$ cat config.mk
export PLATFORM = sky130hd
export DESIGN_NAME = lot_fifo_withdraw_engine
export DESIGN_NICKNAME = d
export VERILOG_FILES = /design/src/hw/rtl/lfwe_pkg.sv /design/src/hw/rtl/lot_fifo_withdraw_engine.sv /design/src/hw/rtl/lfwe_ctrl.sv /design/src/hw/rtl/lfwe_datapath.sv
export SDC_FILE = /design/constraint.sdc
export NUM_CORES = 2
export LEC_CHECK = 0
export BUFFER_PORTS_ARGS = -buffer_cell sky130_fd_sc_hd__buf_2
export CORE_MARGIN = 2
export CORE_UTILIZATION = 50
export DETAILED_ROUTE_END_ITERATION = 10
export MAX_ROUTING_LAYER = met4
export PLACE_DENSITY = 0.71
export SKIP_CTS_REPAIR_TIMING = 1
export SLEW_MARGIN = 5
export SYNTH_ARGS = -nofsm -noshare
export SYNTH_HDL_FRONTEND = slang
export SYNTH_SLANG_ARGS = --single-unit
$ cat constraint.sdc
create_clock -name clk -period 31.9 [get_ports clk]
set_input_delay 4.785 -clock clk [delete_from_list [all_inputs] [get_ports clk]]
set_output_delay 4.785 -clock clk [all_outputs]
set_load 0.03 [all_outputs]
$ cat src/hw/rtl/lfwe_pkg.sv
// ----------------------------------------------------------------------------
// lfwe_pkg
// Shared types and constants of the lot queue engine.
// ----------------------------------------------------------------------------
package lfwe_pkg;
	localparam int DepthDefault = 16;
	localparam int StepW  = 20;
	localparam int AmtW   = 40;
	localparam int AgeW   = 37;
	localparam int OlderW = 44;
	localparam int ReqW   = 3;
	localparam int ProdW  = AmtW + StepW;   // 60-bit amount x age
	localparam int AccW   = 72;             // signed weighted age sum
	localparam int NumW   = 96;             // magnitude shifted by 16
	localparam int TotW   = 50;             // total amount, headroom to DEPTH 1024

	typedef enum logic [ReqW-1:0] {
		REQ_PUSH     = 3'd0,
		REQ_WITHDRAW = 3'd1,
		REQ_AVERAGE  = 3'd2,
		REQ_OLDER    = 3'd3,
		REQ_CLEAR    = 3'd4
	} req_t;

	typedef enum logic [2:0] {
		DP_NONE, DP_START, DP_PUSH, DP_WALK, DP_DIV_START, DP_DIV, DP_CLEAR
	} dp_op_t;

	typedef struct packed {
		dp_op_t     op;
		logic [2:0] req;
	} dp_cmd_t;

	typedef struct packed {
		logic walk_done;
		logic div_done;
		logic div_zero;
	} dp_stat_t;
endpackage

$ cat src/hw/rtl/lot_fifo_withdraw_engine.sv
// Withdraw walks the lots it touches; amount-older and average age walk every lot
// held, and average age then runs a bit-serial 96-bit divide, skipped when the
// total is zero. One request in flight; the lot walk (one ring entry per fetch
// and process step through a registered read) and the divider set the rate.
// Reset empties the ring; lot storage is not cleared.
// ----------------------------------------------------------------------------
// lot_fifo_withdraw_engine
// FIFO lot queue: push, oldest-first withdraw, weighted age and age sums.
// ----------------------------------------------------------------------------
module lot_fifo_withdraw_engine #(
	parameter int DEPTH = lfwe_pkg::DepthDefault
) (
	input  logic         clk,
	input  logic         arst_n,
	input  logic         s_tvalid,
	output logic         s_tready,
	input  logic [63:0]  s_tdata,  // [19:0] step, [59:20] amount, zero pad
	input  logic [2:0]   s_tuser,  // req_type
	output logic         m_tvalid,
	input  logic         m_tready,
	// [39:0] amount_taken, [76:40] average_age, [120:77] amount_older,
	// [125:121] lots_held, [126] push_dropped, zero pad
	output logic [127:0] m_tdata
);
	import lfwe_pkg::*;

	dp_cmd_t  cmd;
	dp_stat_t stat;
	logic     busy;
	logic     in_fire;
	logic     out_fire;
	logic [AmtW-1:0]   taken;
	logic [AgeW-1:0]   age;
	logic [OlderW-1:0] older;
	logic [$clog2(DEPTH+1)-1:0] held;
	logic dropped;

	// take a new transaction only when the sequencer is idle
	assign s_tready = !busy;
	assign in_fire  = s_tvalid && s_tready;
	assign out_fire = m_tvalid && m_tready;

	lfwe_ctrl u_ctrl (
		.clk, .arst_n, .in_fire, .in_req(s_tuser), .out_fire, .stat, .cmd, .busy,
		.res_valid(m_tvalid)
	);

	lfwe_datapath #(.DEPTH(DEPTH)) u_dp (
		.clk, .arst_n, .cmd, .in_step(s_tdata[19:0]), .in_amount(s_tdata[59:20]),
		.stat, .amount_taken(taken), .average_age(age), .amount_older(older),
		.lots_held(held), .push_dropped(dropped)
	);

	// hold the result in the datapath registers until the transaction is taken
	assign m_tdata = {1'b0, dropped, 5'(held), older, age, taken};
endmodule

$ cat src/hw/rtl/lfwe_ctrl.sv
// ----------------------------------------------------------------------------
// lfwe_ctrl
// Sequencer: steps the datapath through one request at a time.
// ----------------------------------------------------------------------------
module lfwe_ctrl (
	input  logic               clk,
	input  logic               arst_n,
	input  logic               in_fire,
	input  logic [2:0]         in_req,
	input  logic               out_fire,
	input  lfwe_pkg::dp_stat_t stat,
	output lfwe_pkg::dp_cmd_t  cmd,
	output logic               busy,
	output logic               res_valid
);
	import lfwe_pkg::*;

	typedef enum logic [2:0] {S_IDLE, S_WALK, S_DIVS, S_DIV, S_DONE} state_t;
	state_t     state_q;
	logic [2:0] req_q;

	assign busy      = (state_q != S_IDLE);
	assign res_valid = (state_q == S_DONE);

	always_comb begin
		cmd.req = req_q;
		cmd.op  = DP_NONE;
		case (state_q)
			S_IDLE: if (in_fire) begin
				cmd.req = in_req;
				cmd.op  = DP_START;
			end
			S_WALK: cmd.op = DP_WALK;
			S_DIVS: cmd.op = DP_DIV_START;
			S_DIV:  cmd.op = DP_DIV;
			default: cmd.op = DP_NONE;
		endcase
	end

	always_ff @(posedge clk or negedge arst_n) begin
		if (!arst_n) begin
			state_q <= S_IDLE;
			req_q   <= '0;
		end else begin
			case (state_q)
				S_IDLE: if (in_fire) begin
					req_q <= in_req;
					if (in_req == REQ_WITHDRAW || in_req == REQ_AVERAGE ||
					    in_req == REQ_OLDER)
						state_q <= S_WALK;
					else
						state_q <= S_DONE;
				end
				S_WALK: if (stat.walk_done) begin
					if (req_q == REQ_AVERAGE)
						state_q <= S_DIVS;
					else
						state_q <= S_DONE;
				end
				S_DIVS: state_q <= stat.div_zero ? S_DONE : S_DIV;
				S_DIV:  if (stat.div_done) state_q <= S_DONE;
				S_DONE: if (out_fire) state_q <= S_IDLE;
				default: state_q <= S_IDLE;
			endcase
		end
	end
endmodule

$ cat src/hw/rtl/lfwe_datapath.sv
// ----------------------------------------------------------------------------
// lfwe_datapath
// Lot ring memory, walk accumulators and a restoring divider.
// ----------------------------------------------------------------------------
module lfwe_datapath #(
	parameter int DEPTH = lfwe_pkg::DepthDefault
) (
	input  logic                        clk,
	input  logic                        arst_n,
	input  lfwe_pkg::dp_cmd_t           cmd,
	input  logic [lfwe_pkg::StepW-1:0]  in_step,
	input  logic [lfwe_pkg::AmtW-1:0]   in_amount,
	output lfwe_pkg::dp_stat_t          stat,
	output logic [lfwe_pkg::AmtW-1:0]   amount_taken,
	output logic [lfwe_pkg::AgeW-1:0]   average_age,
	output logic [lfwe_pkg::OlderW-1:0] amount_older,
	output logic [$clog2(DEPTH+1)-1:0]  lots_held,
	output logic                        push_dropped
);
	import lfwe_pkg::*;

	localparam int IdxW = $clog2(DEPTH);
	localparam int CntW = $clog2(DEPTH+1);
	localparam int DivCntW = $clog2(NumW+1);

	logic [StepW-1:0] step_mem [DEPTH];
	logic [AmtW-1:0]  amt_mem  [DEPTH];

	logic [IdxW-1:0] oldest_q;
	logic [CntW-1:0] count_q;
	logic [CntW-1:0] k_q;
	logic [StepW-1:0] arg_step_q;
	logic [AmtW-1:0]  left_q;
	logic [AmtW-1:0]  want_q;
	logic [2:0]       req_q;
	logic [AccW-1:0]  acc_q;
	logic [TotW-1:0]  tot_q;
	logic [OlderW-1:0] older_q;
	logic              first_ok_q;
	logic              ph_q;
	logic [AmtW-1:0]  rd_amt_q;
	logic [StepW-1:0] rd_step_q;
	logic [IdxW-1:0]  rd_slot;
	logic [IdxW-1:0]  wr_slot;
	logic              walk_end;
	// divider
	logic [NumW-1:0]   num_q;
	logic [NumW:0]     rem_q;
	logic              neg_q;
	logic [DivCntW-1:0] dcnt_q;
	logic [NumW:0]     rem_sh;
	logic [NumW:0]     rem_sub;
	logic [AgeW-1:0]   q_trunc;
	logic              older_sat;
	logic [OlderW:0]   older_sum;
	logic [ProdW-1:0]  prod;
	logic [StepW-1:0]  age_mag;
	logic              age_neg;
	logic [AccW-1:0]   acc_mag;

	always_comb begin
		logic [IdxW:0] s;
		s = {1'b0, oldest_q} + {1'b0, k_q[IdxW-1:0]};
		if (s >= (IdxW+1)'(DEPTH)) s = s - (IdxW+1)'(DEPTH);
		rd_slot = s[IdxW-1:0];
		s = {1'b0, oldest_q} + {1'b0, count_q[IdxW-1:0]};
		if (s >= (IdxW+1)'(DEPTH)) s = s - (IdxW+1)'(DEPTH);
		wr_slot = s[IdxW-1:0];
	end

	assign age_neg = rd_step_q > arg_step_q;
	assign age_mag = age_neg ? rd_step_q - arg_step_q : arg_step_q - rd_step_q;
	assign prod    = ProdW'(rd_amt_q) * ProdW'(age_mag);
	assign older_sum = {1'b0, older_q} + (OlderW+1)'(rd_amt_q);
	assign older_sat = older_sum[OlderW];

	// withdraw walks oldest only (k stays 0); sums walk k over count
	always_comb begin
		case (req_q)
			REQ_WITHDRAW: walk_end = (left_q == '0) || (count_q == '0);
			default:      walk_end = (k_q == count_q);
		endcase
	end

	assign acc_mag = acc_q[AccW-1] ? (~acc_q + 1'b1) : acc_q;
	assign rem_sh  = {rem_q[NumW-1:0], num_q[NumW-1]};
	assign rem_sub = rem_sh - (NumW+1)'(tot_q);
	assign q_trunc = num_q[AgeW-1:0];

	// each walk step is a fetch phase followed by a process phase
	assign stat.walk_done = ph_q && walk_end;
	assign stat.div_done  = (dcnt_q == '0);
	assign stat.div_zero  = (tot_q == '0);

	always_ff @(posedge clk) begin
		rd_step_q <= step_mem[rd_slot];
		rd_amt_q  <= amt_mem[rd_slot];
		if (cmd.op == DP_PUSH || (cmd.op == DP_START && cmd.req == REQ_PUSH &&
		    count_q != CntW'(DEPTH))) begin
			step_mem[wr_slot] <= in_step;
			amt_mem[wr_slot]  <= in_amount;
		end else if (cmd.op == DP_WALK && ph_q && req_q == REQ_WITHDRAW && !walk_end &&
		             rd_amt_q > left_q) begin
			amt_mem[rd_slot] <= rd_amt_q - left_q;
		end
	end

	always_ff @(posedge clk or negedge arst_n) begin
		if (!arst_n) begin
			oldest_q <= '0;
			count_q  <= '0;
		end else if (cmd.op == DP_START) begin
			case (cmd.req)
				REQ_PUSH:  if (count_q != CntW'(DEPTH)) count_q <= count_q + 1'b1;
				REQ_CLEAR: begin
					count_q  <= '0;
					oldest_q <= '0;
				end
				default: ;
			endcase
		end else if (cmd.op == DP_WALK && ph_q && req_q == REQ_WITHDRAW && !walk_end &&
		             rd_amt_q <= left_q) begin
			oldest_q <= (oldest_q == IdxW'(DEPTH-1)) ? '0 : oldest_q + 1'b1;
			count_q  <= count_q - 1'b1;
		end
	end

	always_ff @(posedge clk) begin
		case (cmd.op)
			DP_START: begin
				req_q        <= cmd.req;
				arg_step_q   <= in_step;
				left_q       <= in_amount;
				want_q       <= in_amount;
				k_q          <= '0;
				acc_q        <= '0;
				tot_q        <= '0;
				older_q      <= '0;
				first_ok_q   <= 1'b0;
				ph_q         <= 1'b0;
				push_dropped <= (cmd.req == REQ_PUSH) && (count_q == CntW'(DEPTH));
				amount_taken <= '0;
				average_age  <= '0;
				amount_older <= '0;
			end
			DP_WALK: begin
				ph_q <= !ph_q;
				if (ph_q) begin
					if (walk_end) begin
						if (req_q == REQ_WITHDRAW) amount_taken <= want_q - left_q;
						if (req_q == REQ_OLDER)    amount_older <= first_ok_q ? older_q : '0;
					end else if (req_q == REQ_WITHDRAW) begin
						left_q <= (rd_amt_q > left_q) ? '0 : left_q - rd_amt_q;
					end else begin
						k_q <= k_q + 1'b1;
						if (req_q == REQ_AVERAGE) begin
							tot_q <= tot_q + TotW'(rd_amt_q);
							acc_q <= age_neg ? acc_q - AccW'(prod) : acc_q + AccW'(prod);
						end else begin
							if (k_q == '0) first_ok_q <= !(arg_step_q < rd_step_q);
							if (rd_step_q <= arg_step_q)
								older_q <= older_sat ? {OlderW{1'b1}} : older_sum[OlderW-1:0];
						end
					end
				end
			end
			DP_DIV_START: begin
				neg_q  <= acc_q[AccW-1];
				num_q  <= NumW'({acc_mag, 16'd0});
				rem_q  <= '0;
				dcnt_q <= DivCntW'(NumW);
			end
			DP_DIV: begin
				if (dcnt_q != '0) begin
					dcnt_q <= dcnt_q - 1'b1;
					if (!rem_sub[NumW]) begin
						rem_q <= rem_sub;
						num_q <= {num_q[NumW-2:0], 1'b1};
					end else begin
						rem_q <= rem_sh;
						num_q <= {num_q[NumW-2:0], 1'b0};
					end
				end else begin
					average_age <= neg_q ? (~q_trunc + 1'b1) : q_trunc;
				end
			end
			default: ;
		endcase
	end

	assign lots_held = count_q;
endmodule

==> results by group <==
Layout
  • Commonest non-fill, non-tap cell in the layout: edfxtp_1
  • Fraction of layout cells with a size suffix above 1: 0.1015
  • Nets: 11,344
  • Synth-to-layout area growth: 9.455%
  • Most frequent cells in the layout: edfxtp_1 (1,558), nand2_1 (1,176), inv_1 (1,027), fa_1 (690), ha_1 (556)

Timing
  • Tmin final: 16,370 ps
  • RSZ-0062 raised after global routing: no
  • Relative slew slack: 0.1474
  • Least-Margin Pin Slew: 1270 ps
  • Fmax: 61.10 MHz
  • Setup violators final: 0
  • Clk_skew: 100.8 ps
  • Fin. Hold Viols: 0
  • Fin Setup TNS: 0 ps
  • Final Slew Violations: 0
  • Final period util: 0.5131

Drt
  • DR pass1 iterations: 6
  • Routed WL: 311.9 mm
  • Via density: 5.991
  • Drt first-iter violations: 8,320
  • # DRC: 0
  • DR WL/cell: 23.68 µm
  • Vias: 78,904
  • Final ANT Viol Nets: 0

Synthesis
  • Post-synth top flop: edfxtp_1
  • Post-Synthesis Cells: 9,997
  • Yosys warning total: 0
  • Post-synth EDFFs: 1,558
  • Ranking of synthesized cells by area: edfxtp_1 (42%), fa_1 (12%), ha_1 (6.3%)
  • Post-synth ARST share: 0.009186
  • Leading area contributor after synthesis: edfxtp_1
  • Mapped Area: 111,200 µm²
  • Syn nets: 11,316
  • Register area share after synthesis: 0.4349
  • Top cell type's share of synthesized area: 0.4207
  • Avg Inst Size Synth: 11.12 µm²
  • Yosys cell types: 106
  • FF+latch count, synth: 1,633

Die
  • Die height: 475.6 µm
  • Rows: 173
  • Core ar.: 221,700 µm²
  • Die area: 226,200 µm²
  • Initial Util: 0.5017
  • Ports: 201
  • Die width: 475.6 µm

Global route
  • First-pass GRT wire length: 472.7 mm
  • Pin count of the biggest net entering global routing: 121
  • Vias in the first global route: 78,300
  • Initial antenna violation count: 23
  • Overall Global Routing Usage: 0.2822
  • GRT overflow: 0

Placement
  • IO buf count: 195
  • DP HPWL: 211.3 mm
  • Final GP Congestion: 0.9528

Outcome
  • Outcome: finished, final reports clean

Worst hold path
  • Hold crit path type: reg -> reg
  • Hold depth: 1
  • Hold_sp: u_dp.num_q[91]$_SDFFCE_PN0P_
  • Worst Hold End: u_dp.num_q[92]$_SDFFCE_PN0P_

Critical path
  • Critical path capture point type: flip-flop
  • Worst Reg2Reg Path Length in Cells: 54
  • Critical path launch point type: flip-flop
  • CP most frequent cell: fa_1
  • Worst Path Buf+Inv: 8
  • Slowest cell delay on critical path: 690 ps
  • Reg2Reg Capture Point: u_dp.acc_q[71]$_SDFFCE_PN0P_
  • CP Launch Point: u_dp.arg_step_q[0]$_DFFE_PP_
  • Reg2reg setup slack: 15,530 ps
  • CP max stage cell: o31ai_1
  • Worst Path Arrival: 16,900 ps
  • R2R Path Start: u_dp.arg_step_q[0]$_DFFE_PP_
  • Largest delay share family, worst path: compound AO/OA/AOI/OAI gates
  • Critical Path Fanout Max: 54
  • Setup Crit Path Kind: reg -> reg
  • Critical Path RT: 32,430 ps

Clock tree
  • CTS tree: yes
  • Clk_lat worst skew: 880 ps
  • Sink Count: 1,633
  • Clock root cell: clkbuf_16
  • Clock H-tree levels: 4
  • Reg clk slew, reported paths: 60 ps
  • CTS Buffer Depth: 3
  • Cts bufs inserted: 170

Flow run
  • Number of max-cap violations: 0
-- area by class of cell --
class / count / area, µm²
well taps: 2975 / 3722
flip-flops and latches: 1633 / 48370
repair buffers: 352 / 2180
clock buffers: 208 / 4487
clock inverters: 108 / 1440
inverters: 1029 / 3864
fillers: 18632 / 99930
diodes: 26 / 65.06
multi-input cells: 6839 / 57600
-- cells by family (layout without fill, tap and decap cells) --
kind of cell	after synthesis	after routing	synth area share
compound gates	1803	1803	0.1033
xor+xnor	569	569	0.04481
fa+ha+maj	1248	1248	0.1871
buf+inv	1525	1697	0.05187
flops	1633	1633	0.4349
mux	258	258	0.05024
other cells	1	27	0.00003372
simple gates	2960	2960	0.1278
-- metal layers --
| layer | up-vias | wire length [µm] | GRT usage |
|---|---|---|---|
| met3 | 664 | 29750 | 0.05582 |
| met4 | 0 | 11740 | 0.1030 |
| met1 | 39393 | 126300 | 0.3746 |
| met5 | - | 0 | - |
| met2 | 3781 | 144100 | 0.4318 |
| li1 | 35066 | - | - |
-- per-stage QoR --
stage | cell area, µm² | setup WS (ps) | hold WS [ps] | cells | util
2_1_floorplan | 111200 | 17780 | 424.4 | 9997 | -
3_3_place_gp | 115700 | 15890 | 505.2 | 12828 | 0.5221
3_5_place_dp | 115700 | 15730 | 504.9 | 12828 | 0.5221
4_1_cts | 121700 | 15620 | 468.3 | 13144 | 0.5489
5_1_grt | 121700 | 14560 | 517.7 | 13161 | 0.5491
6_report | 121700 | 15530 | 468.9 | 13170 | 0.5492
-- sequential cells by signal (all words and copies together) (netlist names), 4 cells and up --
| signal | count |
|---|---|
| u_dp.lots_held | 5 |
| u_dp.average_age | 37 |
| u_dp.amount_taken | 40 |
| u_dp.rd_amt_q | 40 |
| u_dp.dcnt_q | 7 |
| u_dp.rem_q | 96 |
| u_dp.amount_older | 44 |
| u_dp.arg_step_q | 20 |
| u_dp.k_q | 5 |
| u_dp.tot_q | 50 |
| u_dp.acc_q | 72 |
| u_dp.amt_mem | 640 |
| u_dp.older_q | 44 |
| u_dp.want_q | 40 |
| u_dp.left_q | 40 |
| u_dp.rd_step_q | 20 |
| u_dp.num_q | 96 |
| u_dp.oldest_q | 4 |
| u_dp.step_mem | 320 |
-- Yosys cell counts (all sizes together) (28+ instances only) --
| library cell | n |
|---|---|
| and2 | 355 |
| xor2 | 292 |
| and3 | 157 |
| nor2 | 554 |
| nand4 | 80 |
| xnor2 | 277 |
| a21o | 265 |
| or4 | 40 |
| o41ai | 28 |
| fa | 691 |
| nor2b | 59 |
| nand2 | 1179 |
| a21oi | 530 |
| nand2b | 107 |
| or3 | 62 |
| ha | 557 |
| a31oi | 113 |
| or2 | 34 |
| inv | 1028 |
| o21a | 52 |
| edfxtp | 1558 |
| nor3 | 108 |
| nor4 | 58 |
| a211oi | 43 |
| o21bai | 66 |
| o31ai | 98 |
| dfxtp | 60 |
| buf | 48 |
| clkbuf | 448 |
| o21ai | 379 |
| nand3 | 113 |
| mux4 | 240 |
-- worst max-delay path by stage --
stage                                        end  slack (ps)  cells past startpoint
floorplan            u_dp.acc_q[0]$_SDFFCE_PN0P_       17780                      5
global placement    u_dp.acc_q[71]$_SDFFCE_PN0P_       15890                     51
global route        u_dp.acc_q[71]$_SDFFCE_PN0P_       14560                     51
finish              u_dp.acc_q[71]$_SDFFCE_PN0P_       15530                     54
CTS                 u_dp.acc_q[71]$_SDFFCE_PN0P_       15620                     51
detailed placement  u_dp.acc_q[71]$_SDFFCE_PN0P_       15730                     51
Power is left out: the tool's default activity adds up to more than one toggle a clock period on the data nets, which glitch-free logic cannot reach.
